==> src/rtl/gpf_pkg.sv <==
// ============================================================================
// gpf_pkg
// Shared types and constants of the grid phase factor sine/cosine core.
// ============================================================================
`default_nettype none

package gpf_pkg;

    // Field widths
    localparam int COORD_W = 7;
    localparam int STEP_W  = 32;
    localparam int GRID_W  = 7;
    localparam int VALUE_W = 16;
    localparam int INDEX_W = 18;

    // Pipeline: stage 0 input word, stage 1 phase and index, 2..7 sine/cosine
    localparam int NUM_STAGES = 8;
    localparam int LAST_STAGE = NUM_STAGES - 1;

    // Register indexes of the configuration port
    localparam int             REG_IDX_W     = 2;
    localparam logic [1:0]     REG_GRID_SIZE = 2'd0;
    localparam logic [1:0]     REG_STEP_X    = 2'd1;
    localparam logic [1:0]     REG_STEP_Y    = 2'd2;
    localparam logic [1:0]     REG_STEP_Z    = 2'd3;

    localparam logic [GRID_W-1:0] GRID_RESET = 7'd32;

    // Quarter turn as a 32-bit phase
    localparam logic [31:0] QUARTER_TURN = 32'h4000_0000;

    // Q2.30 Taylor terms of sin(pi/2*z)
    localparam int T3_W = 23;
    localparam int T2_W = 27;
    localparam int T1_W = 30;
    localparam int T0_W = 31;
    localparam logic [T0_W-1:0] SC_C0 = 31'd1686629713;
    localparam logic [T1_W-1:0] SC_C1 = 30'd693598668;
    localparam logic [T2_W-1:0] SC_C2 = 27'd85569306;
    localparam logic [T3_W-1:0] SC_C3 = 23'd5026995;
    localparam logic [17:0]     SC_C4 = 18'd172272;

    localparam logic [VALUE_W-1:0] VALUE_MAX = 16'd32767;

    typedef logic signed [COORD_W-1:0] coord_t;
    typedef logic signed [VALUE_W-1:0] value_t;
    typedef logic [INDEX_W-1:0]        index_t;

    // Pipeline control shared by the stages
    typedef struct packed {
        logic [NUM_STAGES-1:0] load;   // stage takes a new word this cycle
        logic [NUM_STAGES-1:0] valid;  // stage holds a word
    } pipe_ctl_t;

endpackage

`default_nettype wire

==> src/rtl/gpf_pipe_ctrl.sv <==
// ============================================================================
// gpf_pipe_ctrl
// Valid bits and load enables of the elastic pipeline; bubbles collapse.
// ============================================================================
`default_nettype none

module gpf_pipe_ctrl (
    input  wire logic             clk,
    input  wire logic             rst_n,
    input  wire logic             in_valid,
    output      logic             in_ready,
    input  wire logic             out_ready,
    output      gpf_pkg::pipe_ctl_t ctl
);
    import gpf_pkg::*;

    logic [NUM_STAGES-1:0] valid_reg;
    logic [NUM_STAGES-1:0] valid_next;
    logic [NUM_STAGES-1:0] space;
    logic [NUM_STAGES-1:0] load;

    // A stage has room when it is empty or its word moves on
    always_comb
    begin
        space[LAST_STAGE] = !valid_reg[LAST_STAGE] || out_ready;
        for (int s = LAST_STAGE - 1; s >= 0; s--)
        begin
            space[s] = !valid_reg[s] || space[s + 1];
        end
    end

    always_comb
    begin
        load[0]       = in_valid && space[0];
        valid_next[0] = space[0] ? in_valid : valid_reg[0];
        for (int s = 1; s < NUM_STAGES; s++)
        begin
            load[s]       = valid_reg[s - 1] && space[s];
            valid_next[s] = space[s] ? valid_reg[s - 1] : valid_reg[s];
        end
    end

    always_ff @(posedge clk or negedge rst_n)
    begin
        if (!rst_n)
        begin
            valid_reg <= '0;
        end
        else
        begin
            valid_reg <= valid_next;
        end
    end

    assign in_ready  = space[0];
    assign ctl.load  = load;
    assign ctl.valid = valid_reg;

endmodule

`default_nettype wire

==> config.mk <==
export PLATFORM = sky130hd
export DESIGN_NAME = gpf_pipe_ctrl
export DESIGN_NICKNAME = d
export VERILOG_FILES = /design/src/rtl/gpf_pkg.sv /design/src/rtl/gpf_pipe_ctrl.sv
export SDC_FILE = /design/constraint.sdc
export NUM_CORES = 1
export LEC_CHECK = 0
export BUFFER_PORTS_ARGS = -buffer_cell sky130_fd_sc_hd__buf_2
export CORE_AREA = 2 2 39 41
export DETAILED_ROUTE_END_ITERATION = 10
export DIE_AREA = 0 0 41 43
export PLACE_DENSITY = 0.62
export SLEW_MARGIN = 25
export SYNTH_ARGS = -nofsm -noshare
export SYNTH_HDL_FRONTEND = slang
export SYNTH_SLANG_ARGS = --single-unit
==> constraint.sdc <==
create_clock -name clk -period 2.71 [get_ports clk]
set_input_delay 0.1355 -clock clk [delete_from_list [all_inputs] [get_ports clk]]
set_output_delay 0.1355 -clock clk [all_outputs]
set_load 0.005 [all_outputs]
==> impl_metrics.yaml <==
setup_path:
  rr_worst_depth: 2
  cp-end-kind: "output pin"
  path_class: "register to output pin"
  arrival_ns: 1.36
  start_kind: "register"
  worstPathMaxFanout: 15
  cp.required_ns: 2.57
  crit-reg2reg-launch: "valid_reg[6]"
  rrSetupSlack_ns: 1.59
  rr_endpoint: "valid_reg[4]"
route:
  route.met3.wl_um: 41
  drcViolationCount: 0
  drt_iter0_drc: 0
  met2_length_um: 353
  ant_nets: 0
  wl_per_cell_um: 10.3
  top_layer: "met4"
  vias: 323
  routed_wl_um: 739
  met1_length_um: 337
  first_pass_iters: 1
  vias_per_cell: 4.49
cts:
  htreeDepth: 1
  post_cts_buffers: 0
  cts_sinks: 8
  clock_latency_ns: 0.24
  cts_made_buffers: 3
  root_buffer: "clkbuf_4"
  clock_path_buffers: 2
  ctsResizeCount: 0
  cts_tree: "built"
  path_clk_slew_ns: 0.05
sta:
  fin_skew_ns: 0.000572
  max_freq_mhz: 670
  final-hold-violation-count: 0
  setup_slack_ns: 1.22
  slew_headroom_pct: 71.0
  hold_slack_ns: 0.0969
  finalCritPeriodShare_pct: 55.1
  rsz0062_at_grt: "no"
  slew_violations: 0
  fin_crit_ns: 1.49
  worst_slew_pin_slew_ns: 0.435
  final-setup-viol-count: 0
  tns_ns: 0
logic_synthesis:
  synth.area.top_cells: "dfrtp_1, buf_6, a41o_1, a41oi_1, a21o_1"
  synthCells: 36
  synth_area_sq_um: 415
  synth_top_area_share_pct: 48.2
  synth_seq_cells: 8
  ys_types: 18
  yosysTopAreaCell: "dfrtp_1"
  yosys_warnings: 0
  syn-num-nets: 40
  syn-mean-instance-area_sq_um: 11.5
  seq_area_frac_synth_pct: 48.2
floorplan:
  core_sq_mm: 0.00138
  start_util_pct: 30.0
  rows: 14
  dieArea_sq_mm: 0.00176
  die_w_um: 41
  fp.dieH_um: 43
  ioPinCount: 21
min_path:
  worstHoldPathCells: 2
  hold_path_end: "valid_reg[0]"
  min_from: "in_valid"
  hp-class: "primary input to register"
placement:
  dp.cells: 68
  port_buffers: 20
  place.gp.congestion: 0.570
  place_hpwl_um: 576
  dp_slack_ns: 1.48
power_and_ir_drop:
  power_density_mw_per_mm2: 688
  clock_power_share_pct: 23.2
  ir_drop_uv: 218
  static-leakage-power_nw: 0.260
  swShare_pct: 30.5
  p_switching_mw: 0.110
  combPwrFrac_pct: 30.6
  seqPwrFrac_pct: 46.3
  internal_power_mw: 0.250
global_route:
  grt_pass1_wl_um: 1130
  grt_overflow_total: 0
  track_usage_pct: 9.91
  antenna_found_initial: 0
  grt_pass1_vias: 271
  grt_max_degree: 16
cells_and_area:
  n_antenna_cell: 0
  layout-drive-gt1-share_pct: 44.6
  syn2layout_area_growth_pct: 25.9
  nFillCells: 146
  fin_cells: 72
  largest_reg_flops: 8
  final_nets: 62
status:
  status: "completed"
run:
  max-cap-violations: 0
layout make-up:
cell class / count / area, sq um / area share (%)
inverter: 4 / 15.0 / 2.87
timing repair buffer: 21 / 110 / 21.1
tap: 16 / 20.0 / 3.83
multi-input combinational: 20 / 155 / 29.7
clock buffer: 3 / 22.5 / 4.31
sequential: 8 / 200 / 38.3
power by group through the flow:
| stage | Combinational [mW] | Sequential, mW | Clock (mW) |
|---|---|---|---|
| after global routing | 0.127 | 0.172 | 0.0950 |
| after detailed placement | 0.111 | 0.168 | 0 |
| after CTS | 0.112 | 0.166 | 0.0891 |
| after floorplan | 0.0865 | 0.162 | 0 |
| after global placement | 0.110 | 0.168 | 0 |
| final | 0.110 | 0.166 | 0.0833 |
worst max-delay path, cell delays in order, from the launching register on:
cell,delay (ns)
dfrtp_1,0.35
and3b_1,0.44
a21boi_0,0.17
buf_2,0.15
synth_stat cells:
cell,n
a41o_1,2
buf_6,4
a21boi_1,1
or2_1,1
a31oi_1,2
a21boi_0,1
and2_1,1
and3b_1,1
a21o_1,2
nand2b_1,2
nand4_1,1
and4_4,1
a41oi_1,2
a31o_2,1
nor2b_1,1
a31o_1,1
dfrtp_1,8
inv_1,4
layer usage:
metal  track usage (%)  vias up
met5                 0        -
met4              8.00        0
met3              3.14        2
met2              12.5        8
met1              13.3      142
li1                  -      171
per-stage QoR:
stage	power, mW	cell area (sq um)	util, %
detailed placement	0.279	490	35.4
CTS	0.368	523	37.8
global route	0.393	523	37.8
global placement	0.278	490	35.4
floorplan	0.249	415	-
finish	0.360	523	37.8
logic make-up (layout without fill, tap and decap cells):
family          count (synthesis)  count (layout)  synth area share (%)
compound gates                 12              12                  23.5
flops                           8               8                  48.2
buf+inv                         8              28                  14.5
simple gates                    8               8                  13.9
worst max-delay path by stage:
stage	startpoint	end	slack (ns)	depth (start not counted)
final	valid_reg[6]	ctl[10]	1.22	3
after detailed placement	valid_reg[6]	ctl[10]	1.48	3
after floorplan	valid_reg[6]	ctl[11]	1.54	4
after global routing	valid_reg[6]	ctl[10]	1.07	3
after CTS	valid_reg[6]	ctl[10]	1.21	3
after global placement	valid_reg[6]	ctl[8]	1.49	3
repair_timing:
item / CTS / global route
hold buffers: 1 / 0
endpoints found under the setup margin: 0 / 0
endpoints found under the hold margin: 8 / 0
layout by cell type, fill, tap and decap left out:
master         count
nor2b_1            1
a21o_1             2
and2_1             1
a41o_1             2
nand2b_1           2
or2_1              1
buf_2             20
and3b_1            1
dfrtp_1            8
a21boi_0           1
a31o_1             1
a31o_2             1
inv_1              4
a31oi_1            2
dlygate4sd3_1      1
a41oi_1            2
nand4_1            1
a21boi_1           1
and4_4             1
clkbuf_4           3
No activity file was read; power rests on OpenSTA's default activity.
