==> src/rtl/gpf_pkg.sv <==
// ============================================================================
// gpf_pkg
// Shared types and constants of the grid phase factor sine/cosine core.
// ============================================================================
`default_nettype none

package gpf_pkg;

    // Field widths
    localparam int COORD_W = 7;
    localparam int STEP_W  = 32;
    localparam int GRID_W  = 7;
    localparam int VALUE_W = 16;
    localparam int INDEX_W = 18;

    // Pipeline: stage 0 input word, stage 1 phase and index, 2..7 sine/cosine
    localparam int NUM_STAGES = 8;
    localparam int LAST_STAGE = NUM_STAGES - 1;

    // Register indexes of the configuration port
    localparam int             REG_IDX_W     = 2;
    localparam logic [1:0]     REG_GRID_SIZE = 2'd0;
    localparam logic [1:0]     REG_STEP_X    = 2'd1;
    localparam logic [1:0]     REG_STEP_Y    = 2'd2;
    localparam logic [1:0]     REG_STEP_Z    = 2'd3;

    localparam logic [GRID_W-1:0] GRID_RESET = 7'd32;

    // Quarter turn as a 32-bit phase
    localparam logic [31:0] QUARTER_TURN = 32'h4000_0000;

    // Q2.30 Taylor terms of sin(pi/2*z)
    localparam int T3_W = 23;
    localparam int T2_W = 27;
    localparam int T1_W = 30;
    localparam int T0_W = 31;
    localparam logic [T0_W-1:0] SC_C0 = 31'd1686629713;
    localparam logic [T1_W-1:0] SC_C1 = 30'd693598668;
    localparam logic [T2_W-1:0] SC_C2 = 27'd85569306;
    localparam logic [T3_W-1:0] SC_C3 = 23'd5026995;
    localparam logic [17:0]     SC_C4 = 18'd172272;

    localparam logic [VALUE_W-1:0] VALUE_MAX = 16'd32767;

    typedef logic signed [COORD_W-1:0] coord_t;
    typedef logic signed [VALUE_W-1:0] value_t;
    typedef logic [INDEX_W-1:0]        index_t;

    // Pipeline control shared by the stages
    typedef struct packed {
        logic [NUM_STAGES-1:0] load;   // stage takes a new word this cycle
        logic [NUM_STAGES-1:0] valid;  // stage holds a word
    } pipe_ctl_t;

endpackage

`default_nettype wire

==> src/rtl/gpf_index.sv <==
// ============================================================================
// gpf_index
// Range check, wrap of negative coordinates and linear index of one point.
// ============================================================================
`default_nettype none

module gpf_index #(
    parameter int MAX_GRID = 64
) (
    input  wire gpf_pkg::coord_t                      coord_x,
    input  wire gpf_pkg::coord_t                      coord_y,
    input  wire gpf_pkg::coord_t                      coord_z,
    input  wire logic [$clog2(MAX_GRID + 1)-1:0]      grid_n,
    input  wire logic [2*$clog2(MAX_GRID + 1)-1:0]    grid_nn,
    output      gpf_pkg::index_t                      linear_index,
    output      logic                                 out_of_range
);
    import gpf_pkg::*;

    localparam int NW = $clog2(MAX_GRID + 1);
    localparam int CW = (NW + 2 > COORD_W + 1) ? NW + 2 : COORD_W + 1;
    localparam int SW = (3 * NW + 2 > INDEX_W) ? 3 * NW + 2 : INDEX_W;

    logic signed [CW-1:0] c_ext [3];
    logic signed [CW-1:0] c_wrap [3];
    logic [NW-1:0]        w [3];
    logic [2:0]           axis_oor;
    logic signed [CW-1:0] n_s;
    logic signed [CW-1:0] half_s;
    logic [SW-1:0]        sum;

    // Per-axis check and wrap
    always_comb
    begin
        n_s      = signed'(CW'(grid_n));
        half_s   = signed'(CW'(grid_n >> 1));
        c_ext[0] = CW'(coord_x);
        c_ext[1] = CW'(coord_y);
        c_ext[2] = CW'(coord_z);
        for (int a = 0; a < 3; a++)
        begin
            axis_oor[a] = (c_ext[a] > half_s) || (c_ext[a] < -half_s);
            c_wrap[a]   = (c_ext[a] < 0) ? c_ext[a] + n_s : c_ext[a];
            w[a]        = c_wrap[a][NW-1:0];
        end
    end

    // x1*n*n + y1*n + z1, low bits kept
    always_comb
    begin
        sum = SW'(w[0]) * SW'(grid_nn) + SW'(w[1]) * SW'(grid_n) + SW'(w[2]);
        out_of_range = |axis_oor;
        linear_index = out_of_range ? '0 : sum[INDEX_W-1:0];
    end

endmodule

`default_nettype wire

==> config.mk <==
export PLATFORM = sky130hd
export DESIGN_NAME = gpf_index
export DESIGN_NICKNAME = d
export VERILOG_FILES = /design/src/rtl/gpf_pkg.sv /design/src/rtl/gpf_index.sv
export SDC_FILE = /design/constraint.sdc
export NUM_CORES = 1
export LEC_CHECK = 0
export ABC_AREA = 1
export BUFFER_PORTS_ARGS = -buffer_cell sky130_fd_sc_hd__buf_2
export CORE_ASPECT_RATIO = 1.5
export CORE_UTILIZATION = 65
export DETAILED_ROUTE_END_ITERATION = 16
export PLACE_DENSITY = 0.87
export RECOVER_POWER = 25
export SLEW_MARGIN = 0
export SYNTH_ARGS = -nofsm -noshare
export SYNTH_HDL_FRONTEND = slang
export SYNTH_SLANG_ARGS = --single-unit
==> constraint.sdc <==
create_clock -name vclk -period 10.4
set_clock_uncertainty 0.05 [all_clocks]
set_input_delay 1.04 -clock vclk [all_inputs]
set_output_delay 1.04 -clock vclk [all_outputs]
set_load 0.01 [all_outputs]
==> summary.txt, run 1 <==
status: finished clean
synth top area cells: fa_1, ha_1, inv_1
largest net degree at the start of global routing: 19
1st-iter DRT viols: 351
grt met2 use: 64.61%
DIE HEIGHT: 130.4 um
Final nets: 1326
M1 GR Usage: 38.10%
sequential fraction of the synthesis area: 0%
Row Count: 46
CLK BUF: 0
WHS: 2.687 ns
Die X: 87.63 um
grt ovf: 0
Hold WC Path Type: in -> out
Worst Path Max Fanout: 13
initial antenna violation count: 0
critical path launch point type: input port
cell count after synthesis: 982
unrepaired setup endpoints after global routing: no
Syn Area/Cell: 7.280 um^2
CP Class: in -> out
Post-Syn Nets: 1272
GRT Util Overall: 36.05%
worst rel slew slack: 7.765%
# IOs: 61
Post-CTS Setup Repair Bufs: 0
routed vias/inst: 5.536
top cell type's share of synthesized area: 31.36%
setup_tns: 0 ns
Period minus WS final: 9.546 ns
Max Fclk: 104.8 MHz
Initial Util: 67.14%
first-pass GRT wire length: 31390 um
Warnings, synthesis: 0
FFs & Latches: 0
total die area: 0.01143 mm^2
fin crit share: 91.79%
WP data arrival: 8.46 ns
count of input and output buffers: 61
post-cts gate resize count: 0
Worst Path Required: 9.31 ns
area delta synth->final: 5.933%
total core area: 0.01065 mm^2
via count: 6521
FF+latch area: 0 um^2
count of cell types in the netlist: 38
Max Slew Vio Count: 0
Worst Hold Path EP: linear_index[17]
Ant. Diodes: 0
final core occ: 71.13%
Hold Path Cell Cnt: 7
M3 GR Usage: 6.030%
slowest stage delay, CP: 0.62 ns
# DRC: 0
final wirelength: 18360 um
DR pass1 iterations: 6
vias in the first global route: 6869
hold_sp: grid_nn[12]
Final ANT Viol Nets: 0
Placer Congestion: 0.9909
GR peak layer: met2
share of layout cells above drive strength 1: 7.834%
Slew @ Worst Pin: 1.369 ns
Final HPWL DP: 16090 um
Critical-path top delay cell: clkbuf_1
Max-Cap Viols: 0
crit path capture type: output pin
final hold violations: 0
Hold-fix buffers, CTS: 0
mapped cell area: 0.007149 mm^2
largest area contributor in the netlist: fa_1
mean routed wirelength per cell: 15.58 um
setup violators final: 0
final cells by class:
class	count	area, um^2
well taps	144	180.2
multi-input cells	728	6172
fillers	914	3074
inverters	245	919.6
repair buffers	61	301.5
worst max-delay path: cells and delay by family:
kind,cells,cell delay [ns]
adder cells (fa/ha/maj),8,3.88
buffers and inverters,8,1.23
AND/OR/NAND/NOR,14,1.41
AO/OA/AOI/OAI,3,0.87
how the worst max path moves through the flow:
stage	slack, ns	end	depth (start not counted)	start
after floorplan	2.26	linear_index[17]	34	coord_y[0]
after global placement	1.55	linear_index[17]	33	grid_n[2]
after detailed placement	1.35	linear_index[17]	33	grid_n[2]
after CTS	1.34	linear_index[17]	33	grid_n[2]
after global routing	0.42	linear_index[17]	33	grid_n[1]
final	0.85	linear_index[17]	33	grid_n[1]
cells in the final DEF, fill, tap and decap left out, types with 3 or more instances in the layout:
master / netlist / layout
clkinv_1: 6 / 6
nor3_1: 11 / 11
ha_1: 136 / 136
buf_2: 3 / 58
nor2_1: 144 / 144
xor2_1: 15 / 15
nand4_1: 8 / 8
nand2_1: 141 / 141
xnor2_1: 7 / 7
clkbuf_1: 5 / 3
o21ai_0: 22 / 22
fa_1: 112 / 112
nand3b_1: 3 / 3
nand3_1: 37 / 38
nor2_2: 10 / 10
inv_1: 234 / 234
o21a_1: 3 / 3
inv_2: 5 / 5
a21oi_1: 51 / 51
o21ai_1: 4 / 4
cell usage after synthesis (5+ instances only):
cell        n
clkinv_1    6
fa_1      112
nand2_1   141
inv_1     234
nor2_2     10
xor2_1     15
xnor2_1     7
nor3_1     11
nand3_1    37
o21ai_0    22
clkbuf_1    5
nor2_1    144
inv_2       5
a21oi_1    51
nand4_1     8
ha_1      136
metal layers:
layer  wire length (um)  vias up
li1                   -     3125
met3               1069      118
met1               6542     2995
met4               1498        0
met2               9250      283
met5                  0        -
metrics by stage:
stage | setup slack, ns | instances | cell area, um^2
final | 0.8544 | 1178 | 7574
after global placement | 1.545 | 1178 | 7590
after floorplan | 2.263 | 982 | 7149
after CTS | 1.343 | 1178 | 7590
after global routing | 0.4161 | 1178 | 7574
after detailed placement | 1.348 | 1178 | 7590
logic make-up (layout without fill, tap and decap cells):
logic type,after synthesis,in the layout,share of synthesized area (%)
XOR/XNOR,22,22,2.695
AND/OR/NAND/NOR,366,366,21.65
AO/OA/AOI/OAI,91,91,6.860
adder cells (fa/ha/maj),248,248,55.16
buffers and inverters,254,306,13.49
multiplexers,1,1,0.1400
Power of run 1 is left out: the tool's default activity adds up to more than one toggle a clock period on the data nets, which glitch-free logic cannot reach.
==> inputs of run 2 (changes only) <==
Settings changed: CORE_ASPECT_RATIO 1.5 to unset, CORE_MARGIN set to 1.5, REMOVE_ABC_BUFFERS set to 1.
==> summary.txt, run 2 (same netlist as run 1, synthesis figures left out) <==
status: finished clean
Hold WC Path Type: in -> out
count of input and output buffers: 61 (unchanged)
Worst Setup EP: linear_index[17]
Hold-fix buffers, CTS: 0 (unchanged)
Max-Cap Viols: 0 (unchanged)
# IOs: 61 (unchanged)
vias in the first global route: 6394 (-6.9%)
area delta synth->final: 5.968% (about the same)
Worst Path Required: 9.31 ns (about the same)
slowest stage delay, CP: 0.57 ns (-0.05 ns)
total core area: 0.01079 mm^2 (+1.4%)
unrepaired setup endpoints after global routing: no
Slew @ Worst Pin: 0.9399 ns (-0.4291 ns)
routed vias/inst: 5.425 (-2.0%)
worst rel slew slack: 37.16% (+29 points)
Ant. Diodes: 0 (unchanged)
most frequent cells in the layout: inv_1, nor2_1, nand2_1
Max Fclk: 108.2 MHz (+3.3%)
Critical Path Start: grid_n[1]
fillcell total: 901 (-1.4%)
first-pass GRT wire length: 28830 um (-8.2%)
CLK BUF: 0 (unchanged)
FFs & Latches: 0 (unchanged)
WP data arrival: 8.15 ns (-0.31 ns)
Final ANT Viol Nets: 0 (unchanged)
Critical-path top delay cell: fa_1
Worst Path Max Fanout: 13 (unchanged)
fin crit share: 88.83% (-3.0 points)
FF+latch area: 0 um^2 (unchanged)
Max Slew Vio Count: 0 (unchanged)
setup violators final: 0 (unchanged)
Die X: 107.9 um (+23%)
Final HPWL DP: 14910 um (-7.4%)
GRT Util Overall: 31.38% (-4.7 points)
mean routed wirelength per cell: 14.49 um (-7.0%)
Placer Congestion: 0.9533 (-3.8%)
initial antenna violation count: 0 (unchanged)
post-cts gate resize count: 0 (unchanged)
grt ovf: 0 (unchanged)
via count: 6374 (-2.3%)
share of layout cells above drive strength 1: 7.923% (+0.089 points)
Initial Util: 66.24% (-0.90 points)
Row Count: 38 (-17%)
setup_tns: 0 ns (unchanged)
# DRC: 0 (unchanged)
critical path launch point type: input port
total die area: 0.01164 mm^2 (+1.8%)
DR pass1 iterations: 5 (-1)
Period minus WS final: 9.239 ns (-0.3070 ns)
1st-iter DRT viols: 424 (+21%)
Final nets: 1327 (+0.075%)
final hold violations: 0 (unchanged)
crit path capture type: output pin
CP Class: in -> out
largest net degree at the start of global routing: 19 (unchanged)
DIE HEIGHT: 107.9 um (-17%)
Post-CTS Setup Repair Bufs: 0 (unchanged)
final wirelength: 17020 um (-7.3%)
commonest non-fill, non-tap cell in the layout: inv_1
-- run 2: cell count changes in the layout (fill, tap and decap cells not counted), sizes merged --
cell	before	now
buf	58	59
-- run 2: per-stage QoR --
stage	cell area (um^2)	util [%]	instances	worst slack, ns	hold WS (ns)
finish	7576	70.19	1175	1.161	2.711
floorplan	7104	-	973	2.273	2.380
CTS	7592	70.35	1175	1.491	2.704
detailed placement	7592	70.35	1175	1.514	2.702
global placement	7592	70.35	1175	1.627	2.662
global route	7576	70.19	1175	0.6938	2.768
-- run 2: critical path: cells and delay by family --
kind	cells	cell delay, ns
xor gates and xnor gates	1	0.14
adders and majority gates	8	3.82
buffers and inverters	7	0.94
AOI/OAI and AO/OA	5	1.03
and+or+nand+nor	13	1.17
-- run 2: worst min path at each step --
stage                           start                to  slack (ns)  cells after the start
after floorplan           grid_nn[12]  linear_index[17]        2.38                      5
after global placement    grid_nn[12]  linear_index[17]        2.66                      7
after detailed placement  grid_nn[12]  linear_index[17]        2.70                      7
after CTS                 grid_nn[12]  linear_index[17]        2.70                      7
after global routing      grid_nn[12]  linear_index[17]        2.77                      7
final                     grid_nn[12]  linear_index[17]        2.71                      7
-- run 2: metal layers --
metal | share of wire [%] | track usage (%) | wire, um | up-vias
li1 | - | - | - | 3129
met1 | 41 | 40.62 | 7019 | 2958
met2 | 47 | 54.41 | 8024 | 243
met3 | 7.6 | 3.450 | 1289 | 44
met4 | 4.0 | 11.09 | 688 | 0
met5 | 0 | 0 | 0 | -
-- run 2: cell type report --
class                      count  area [um^2]  area share [%]
multi-input combinational    728         6172           81.47
inverter                     245        919.6           12.14
timing repair buffer          62        309.0           4.079
tap                          140        175.2           2.312
Power of run 2 is left out for the same reason.
